`config.mk`:
```
export PLATFORM = sky130hd
export DESIGN_NAME = co2_valve_injection_timer_top
export DESIGN_NICKNAME = d
export VERILOG_FILES = /design/src/design/covt_pkg.sv /design/src/design/co2_valve_injection_timer_top.sv /design/src/design/covt_cfg.sv /design/src/design/covt_core.sv
export SDC_FILE = /design/constraint.sdc
export NUM_CORES = 1
export LEC_CHECK = 0
export BUFFER_PORTS_ARGS = -buffer_cell sky130_fd_sc_hd__buf_2
export CORE_ASPECT_RATIO = 1.4
export CORE_MARGIN = 8
export CORE_UTILIZATION = 40
export CTS_BUF_LIST = sky130_fd_sc_hd__clkbuf_8
export DETAILED_ROUTE_END_ITERATION = 10
export SYNTH_ARGS = -nofsm -noshare
export SYNTH_HDL_FRONTEND = slang
export SYNTH_HIERARCHICAL = 1
export SYNTH_SLANG_ARGS = --single-unit
```
`constraint.sdc`:
```
create_clock -name clk_i -period 9.4 [get_ports clk_i]
set_clock_uncertainty 0.2 [all_clocks]
set_input_delay 0 -clock clk_i [delete_from_list [all_inputs] [get_ports clk_i]]
set_output_delay 0 -clock clk_i [all_outputs]
set_load 0.005 [all_outputs]
```
`src/design/covt_pkg.sv`:
```
// Package: types, constants and register indexes of the CO2 valve timer.
package covt_pkg;

  localparam int unsigned TICK_BITS_DEF = 32;
  localparam int unsigned LEVEL_W       = 16;
  localparam int unsigned CFG_W         = 32;
  localparam int unsigned CFG_IDX_W     = 2;
  localparam int unsigned OUT_DATA_W    = 8;
  localparam int unsigned IN_USER_W     = 2;

  localparam logic [LEVEL_W-1:0] THRESHOLD_RST = '0;
  localparam logic [CFG_W-1:0]   MAX_AGE_RST   = '0;
  localparam logic [CFG_W-1:0]   MAX_OPEN_RST  = CFG_W'(1000);
  localparam logic [CFG_W-1:0]   LOCKOUT_RST   = CFG_W'(30000);

  typedef enum logic [CFG_IDX_W-1:0] {
    REG_CO2_THRESHOLD  = 2'd0,
    REG_MAX_SAMPLE_AGE = 2'd1,
    REG_MAX_OPEN_TICKS = 2'd2,
    REG_LOCKOUT_TICKS  = 2'd3
  } covt_reg_e;

  typedef struct packed {
    logic [LEVEL_W-1:0] level_limit;
    logic [CFG_W-1:0]   max_sample_age;
    logic [CFG_W-1:0]   max_open_ticks;
    logic [CFG_W-1:0]   lockout_ticks;
  } covt_cfg_t;

endpackage

```
`src/design/co2_valve_injection_timer_top.sv`:
```
// CO2 injection valve timer: input register, step logic and result register.
//
// Input stream (s_axis): one transaction per tick report, carrying the current
// tick and optionally one CO2 sample. Output stream (m_axis): one transaction per
// input transaction, in order, with the valve command and a start flag.
// Configuration: cfg_we_i writes cfg_data_i to the register cfg_index_i
// (0 threshold, 1 max sample age, 2 max open ticks, 3 lockout ticks); the user
// writes only while no transaction is in flight; the block does not enforce it.
// A transaction accepted on s_axis sits in the input register and is shown on
// m_axis once it moves on into the result register.
// Throughput: one transaction per cycle while m_axis does not stall;
// the valve state update is a single pass of subtract and compare logic
// between the input register and the result register.
// Reset: the valve is closed, no injection recorded, registers take their
// defaults (max open 1000, lockout 30000, others 0), both stages empty.
// Stall: while m_axis_tready is low the result holds; one more transaction
// is taken into the input register, then s_axis_tready drops.
module co2_valve_injection_timer_top #(
  parameter int unsigned TICK_BITS = covt_pkg::TICK_BITS_DEF,
  localparam int unsigned IN_DATA_W = ((2 * TICK_BITS + covt_pkg::LEVEL_W + 7) / 8) * 8
) (
  input  logic                             clk_i,
  input  logic                             rst_ni,
  input  logic                             s_axis_tvalid,
  output logic                             s_axis_tready,
  // tdata: now_tick, co2_level, sample_tick, zero padding
  input  logic [IN_DATA_W-1:0]             s_axis_tdata,
  // tuser: sample_present, sample_valid
  input  logic [covt_pkg::IN_USER_W-1:0]   s_axis_tuser,
  output logic                             m_axis_tvalid,
  input  logic                             m_axis_tready,
  // tdata: valve_drive, injection_started, zero padding
  output logic [covt_pkg::OUT_DATA_W-1:0]  m_axis_tdata,
  input  logic                             cfg_we_i,
  input  logic [covt_pkg::CFG_IDX_W-1:0]   cfg_index_i,
  input  logic [covt_pkg::CFG_W-1:0]       cfg_data_i
);

  localparam int unsigned LVL_LO = TICK_BITS;
  localparam int unsigned STP_LO = TICK_BITS + covt_pkg::LEVEL_W;

  logic                           in_valid_q;
  logic [TICK_BITS-1:0]           now_q, stamp_q;
  logic [covt_pkg::LEVEL_W-1:0]   level_q;
  logic                           present_q, valid_q;
  logic                           out_valid_q, drive_q, started_q;
  logic                           advance, step, drive, started;
  covt_pkg::covt_cfg_t            cfg;

  assign advance       = !out_valid_q || m_axis_tready;
  assign step          = in_valid_q && advance;
  assign s_axis_tready = !in_valid_q || advance;

  covt_cfg u_cfg (
    .clk_i   (clk_i),
    .rst_ni  (rst_ni),
    .we_i    (cfg_we_i),
    .index_i (cfg_index_i),
    .data_i  (cfg_data_i),
    .cfg_o   (cfg)
  );

  covt_core #(.TICK_BITS(TICK_BITS)) u_core (
    .clk_i               (clk_i),
    .rst_ni              (rst_ni),
    .step_i              (step),
    .now_tick_i          (now_q),
    .sample_present_i    (present_q),
    .sample_valid_i      (valid_q),
    .co2_level_i         (level_q),
    .sample_tick_i       (stamp_q),
    .cfg_i               (cfg),
    .valve_drive_o       (drive),
    .injection_started_o (started)
  );

  always_ff @(posedge clk_i or negedge rst_ni) begin
    if (!rst_ni) begin
      in_valid_q  <= 1'b0;
      out_valid_q <= 1'b0;
    end else begin
      if (s_axis_tready) in_valid_q <= s_axis_tvalid;
      if (advance) out_valid_q <= in_valid_q;
    end
  end

  always_ff @(posedge clk_i) begin
    if (s_axis_tready && s_axis_tvalid) begin
      now_q     <= s_axis_tdata[TICK_BITS-1:0];
      level_q   <= s_axis_tdata[LVL_LO +: covt_pkg::LEVEL_W];
      stamp_q   <= s_axis_tdata[STP_LO +: TICK_BITS];
      present_q <= s_axis_tuser[0];
      valid_q   <= s_axis_tuser[1];
    end
    if (step) begin
      drive_q   <= drive;
      started_q <= started;
    end
  end

  assign m_axis_tvalid = out_valid_q;
  assign m_axis_tdata  = {(covt_pkg::OUT_DATA_W - 2)'(0), started_q, drive_q};

endmodule

```
`src/design/covt_cfg.sv`:
```
// Configuration register file of the CO2 valve timer.
module covt_cfg (
  input  logic                             clk_i,
  input  logic                             rst_ni,
  input  logic                             we_i,
  input  logic [covt_pkg::CFG_IDX_W-1:0]   index_i,
  input  logic [covt_pkg::CFG_W-1:0]       data_i,
  output covt_pkg::covt_cfg_t              cfg_o
);

  covt_pkg::covt_cfg_t cfg_q, cfg_d;

  always_comb begin
    cfg_d = cfg_q;
    if (we_i) begin
      unique case (covt_pkg::covt_reg_e'(index_i))
        covt_pkg::REG_CO2_THRESHOLD:  cfg_d.level_limit    = data_i[covt_pkg::LEVEL_W-1:0];
        covt_pkg::REG_MAX_SAMPLE_AGE: cfg_d.max_sample_age = data_i;
        covt_pkg::REG_MAX_OPEN_TICKS: cfg_d.max_open_ticks = data_i;
        covt_pkg::REG_LOCKOUT_TICKS:  cfg_d.lockout_ticks  = data_i;
        default:                      cfg_d = cfg_q;
      endcase
    end
  end

  always_ff @(posedge clk_i or negedge rst_ni) begin
    if (!rst_ni) begin
      cfg_q.level_limit    <= covt_pkg::THRESHOLD_RST;
      cfg_q.max_sample_age <= covt_pkg::MAX_AGE_RST;
      cfg_q.max_open_ticks <= covt_pkg::MAX_OPEN_RST;
      cfg_q.lockout_ticks  <= covt_pkg::LOCKOUT_RST;
    end else begin
      cfg_q <= cfg_d;
    end
  end

  assign cfg_o = cfg_q;

endmodule

```
`src/design/covt_core.sv`:
```
// Valve state registers and the per-transaction step logic.
module covt_core #(
  parameter int unsigned TICK_BITS = covt_pkg::TICK_BITS_DEF
) (
  input  logic                           clk_i,
  input  logic                           rst_ni,
  input  logic                           step_i,
  input  logic [TICK_BITS-1:0]           now_tick_i,
  input  logic                           sample_present_i,
  input  logic                           sample_valid_i,
  input  logic [covt_pkg::LEVEL_W-1:0]   co2_level_i,
  input  logic [TICK_BITS-1:0]           sample_tick_i,
  input  covt_pkg::covt_cfg_t            cfg_i,
  output logic                           valve_drive_o,
  output logic                           injection_started_o
);

  logic                 open_q, open_d;
  logic                 injected_q, injected_d;
  logic [TICK_BITS-1:0] opened_at_q, opened_at_d;
  logic [TICK_BITS-1:0] closed_at_q, closed_at_d;

  logic [TICK_BITS-1:0] max_age, max_open, lockout;
  logic [TICK_BITS-1:0] open_time, age, since_close, closed_mid;
  logic                 forced, open_mid, good, allow, started;

  // registers are taken modulo the tick width
  assign max_age  = TICK_BITS'(cfg_i.max_sample_age);
  assign max_open = TICK_BITS'(cfg_i.max_open_ticks);
  assign lockout  = TICK_BITS'(cfg_i.lockout_ticks);

  assign open_time   = now_tick_i - opened_at_q;
  assign forced      = open_q && (open_time >= max_open);
  assign open_mid    = open_q && !forced;
  assign closed_mid  = forced ? now_tick_i : closed_at_q;

  assign age         = now_tick_i - sample_tick_i;
  assign good        = sample_valid_i && (co2_level_i < cfg_i.level_limit) && (age <= max_age);
  assign since_close = now_tick_i - closed_mid;
  assign allow       = !open_mid && (!injected_q || (since_close >= lockout));
  assign started     = sample_present_i && good && allow;

  always_comb begin
    open_d      = open_mid;
    injected_d  = injected_q;
    opened_at_d = opened_at_q;
    closed_at_d = closed_mid;
    if (sample_present_i) begin
      if (good) begin
        if (allow) begin
          open_d      = 1'b1;
          injected_d  = 1'b1;
          opened_at_d = now_tick_i;
        end
      end else begin
        // close, stamping the time only if it was still open
        if (open_mid) closed_at_d = now_tick_i;
        open_d = 1'b0;
      end
    end
  end

  always_ff @(posedge clk_i or negedge rst_ni) begin
    if (!rst_ni) begin
      open_q      <= 1'b0;
      injected_q  <= 1'b0;
      opened_at_q <= '0;
      closed_at_q <= '0;
    end else if (step_i) begin
      open_q      <= open_d;
      injected_q  <= injected_d;
      opened_at_q <= opened_at_d;
      closed_at_q <= closed_at_d;
    end
  end

  assign valve_drive_o       = open_d;
  assign injection_started_o = started;

endmodule

```
==> results.ini <==
[power_and_ir_drop]
pwr_density_cell_mw_per_mm2 = 290
static-leakage-power_nw = 10.9
vdd_drop_max_mv = 0.122

[hold_path]
min-delay-path-class = in2reg
hold_start = cfg_data_i[0]

[synthesis]
synth.yosys.warnings = 6
synth_xor_area_frac = 0.0454
postSynth.asyncResetShare = 0.682
synthesis.area_per_instance_um2 = 11.1
synth_top_family_by_area = adder cells
multiplexer_share_of_the_synthesized_area = 0.145
synth_ff_type = dfrtp_1
count_of_flip_flops_with_a_built_in_enable_after_synthesis = 84
yosysTopAreaCellShare = 0.241
synth_cells = 1559
post_synth_fa_ha_maj_area_fraction = 0.151
synth-simple-area-share = 0.0692
synth.yosys.seq_area_share = 0.406
synth.area.top_cells = dfrtp_1 24%, ha_1 15%, edfxtp_1 15%
synth_compound_gate_area_share = 0.128
post_synth_most_frequent_cells = 205 x ha_1, 192 x inv_1, 167 x dfrtp_1, 117 x mux2_2, 111 x a21oi_1
synth_cell_types = 73
synth_seq_cells = 264
synth_top_area_cell = dfrtp_1
mapped_area_mm2 = 0.0174
yosysMostFrequentCell = ha_1

[timing]
max_freq_mhz = 113
finalHoldViolations = 0
worstMarginPinSlew_ns = 1.13
layout_min_cycle_time_ns = 8.81
share_of_the_clock_period_used_by_the_worst_path_after_layout = 0.938
tns_ns = 0
timing.final.setup_violations = 0
final-max-slew-violation-count = 0
setup_slack_ns = 0.587
timing.max_slew.rel_slack = 0.247
worst_hold_slack_ns = 0.0608

[detailed_routing]
drt_pre_antenna_iters = 5
wl_per_cell_um = 18.8
route.vias.total = 13600
first_iter_violations = 620
route.antenna.remaining_nets = 0
detail_route.wirelength_mm = 49.3
detail_route.vias_per_cell = 5.17
detail_route.drc_violations = 0

[floorplan]
floorplan.die.width_um = 192
die-area_mm2 = 0.0504
die_y_um = 263
core-area_mm2 = 0.0430
start_util = 0.404
rows = 90
boundaryPins = 131

[global_route]
initial_antenna_violation_count = 1
grt.total_usage = 0.195
grt_overflow = 0
global_route_wire_length_before_repair_mm = 77.3
grt_max_degree = 96
number_of_global_route_vias_before_repair = 14700

[place]
placed_cell_area_mm2 = 0.0192
dp.final_hpwl_mm = 36.2
io_buffers = 124
dp.cells = 2299
dpl_worst_slack_ns = 0.136
gp_congestion = 0.877

[worst_setup_path]
timing.rr.end = u_core/opened_at_q[20]
max_stage_delay_ns = 0.41
reg2regPathDepth = 42
crit_start = now_q[0]
regToRegStartpoint = now_q[0]
end_kind = register
crit_slowest_cell = edfxtp_1
crit_fanout = 11
cp.arrival_ns = 9.10
critical_path_required_ns = 9.69
criticalPathCategory = reg2reg
worst-r2r-setup-slack_ns = 0.59
cp-start-kind = register
critical_path.endpoint = u_core/opened_at_q[20]

[clock_tree]
clock_tree_from_tritoncts = yes
worst_skew_pair.late_latency_ns = 0.62
clk_pin_slew_worst_paths_ns = 0.06
max-clock-path-buffers = 3
clkSinkCount = 264
cts_root_buffer = clkbuf_8
htree_num_levels = 2
cts_made_buffers = 47

[outcome]
status = finished, final reports clean

[finish]
multiInputGateArea_mm2 = 0.00949
drive_above_1_share = 0.244
num-nets-final = 2360
fin_area_mm2 = 0.0226
final_cells = 2623
fillCellCount = 3817
area.sequential_mm2 = 0.00704
synthToLayoutAreaGrowth_pct = 30.2

[flow_run]
maxCapViolCount = 0

==> critical path: cells and delay by family, from the launching register on <==
family	cells	cell delay, ns
buffers and inverters	7	1.00
flip-flops	1	0.41
AO/OA/AOI/OAI	18	3.63
XOR/XNOR	2	0.25
AND/OR/NAND/NOR	8	1.24
multiplexers	2	0.49
adder cells (fa/ha/maj)	5	1.44
==> power breakdown <==
part | switching (mW) | internal, mW | leakage, nW | total, mW
Clock | 0.502 | 0.578 | 0.530 | 1.08
Sequential | 0.155 | 1.46 | 2.95 | 1.61
Combinational | 1.94 | 1.93 | 7.47 | 3.87
==> worst min path at each step <==
stage                       to  slack (ns)  cells past startpoint
2_1_floorplan       in_valid_q       -0.50                      0
3_3_place_gp          now_q[1]       -0.02                      1
3_5_place_dp        stamp_q[2]       -0.02                      1
4_1_cts        u_cfg/cfg_o[32]      0.0006                      3
5_1_grt        u_cfg/cfg_o[32]        0.02                      3
6_report       u_cfg/cfg_o[32]        0.06                      3
==> kinds of logic (layout without fill, tap and decap cells) <==
logic type / count (synthesis) / count (layout)
compound gates: 341 / 341
xor+xnor: 90 / 90
fa+ha+maj: 208 / 208
buf+inv: 223 / 729
flops: 264 / 264
mux: 207 / 207
other cells: 1 / 7
simple gates: 225 / 225
==> what timing repair did <==
action,4_1_cts,5_1_grt
endpoints found under the setup margin,0,36
hold buffers,233,0
setup buffers,0,1
endpoints found under the hold margin,300,0
gates resized for setup,0,24
==> placed cells by master (no fill, tap or decap), types with 9 or more instances in the layout <==
| master | netlist | layout |
|---|---|---|
| dfrtp_1 | 167 | 167 |
| edfxtp_1 | 84 | 84 |
| and3_1 | 17 | 17 |
| nand3_1 | 16 | 16 |
| o21ai_0 | 49 | 44 |
| ha_1 | 205 | 204 |
| nor2b_1 | 15 | 14 |
| mux2_2 | 117 | 117 |
| clkinv_1 | 0 | 10 |
| nand4_1 | 24 | 24 |
| clkbuf_8 | 0 | 57 |
| nor3_1 | 12 | 11 |
| a21oi_1 | 111 | 107 |
| a21o_1 | 81 | 81 |
| xnor2_1 | 67 | 67 |
| buf_4 | 9 | 87 |
| xor2_1 | 23 | 23 |
| o21ai_1 | 6 | 9 |
| inv_1 | 192 | 203 |
| mux2_4 | 59 | 59 |
| nand2_1 | 52 | 51 |
| buf_2 | 12 | 124 |
| dfstp_2 | 13 | 13 |
| nor2_1 | 41 | 41 |
| nand2b_1 | 16 | 16 |
| o21bai_1 | 13 | 13 |
| dlygate4sd3_1 | 0 | 232 |
| mux2i_1 | 31 | 30 |
==> area by class of cell <==
| type | instances | area share |
|---|---|---|
| Timing Repair Buffer | 449 | 0.164 |
| Inverter | 192 | 0.0319 |
| Tap cell | 552 | 0.0306 |
| Antenna cell | 1 | 0.000111 |
| Clock buffer | 57 | 0.0347 |
| Multi-Input combinational cell | 1077 | 0.420 |
| Clock inverter | 31 | 0.00709 |
| Sequential cell | 264 | 0.312 |
==> metal layers <==
layer | vias to the layer above | wire length (um) | global-route usage
met4 | 0 | 2170 | 0.0863
met2 | 263 | 26700 | 0.372
met5 | - | 0 | 0
met1 | 6661 | 18800 | 0.206
met3 | 95 | 1640 | 0.0293
li1 | 6550 | - | -
==> stage by stage <==
step / power [mW] / utilization
final: 6.56 / 0.525
after global routing: 7.12 / 0.525
after CTS: 6.54 / 0.523
after detailed placement: 5.33 / 0.446
after global placement: 5.26 / 0.446
after floorplan: 4.20 / -
No activity file was read; power rests on OpenSTA's default activity.
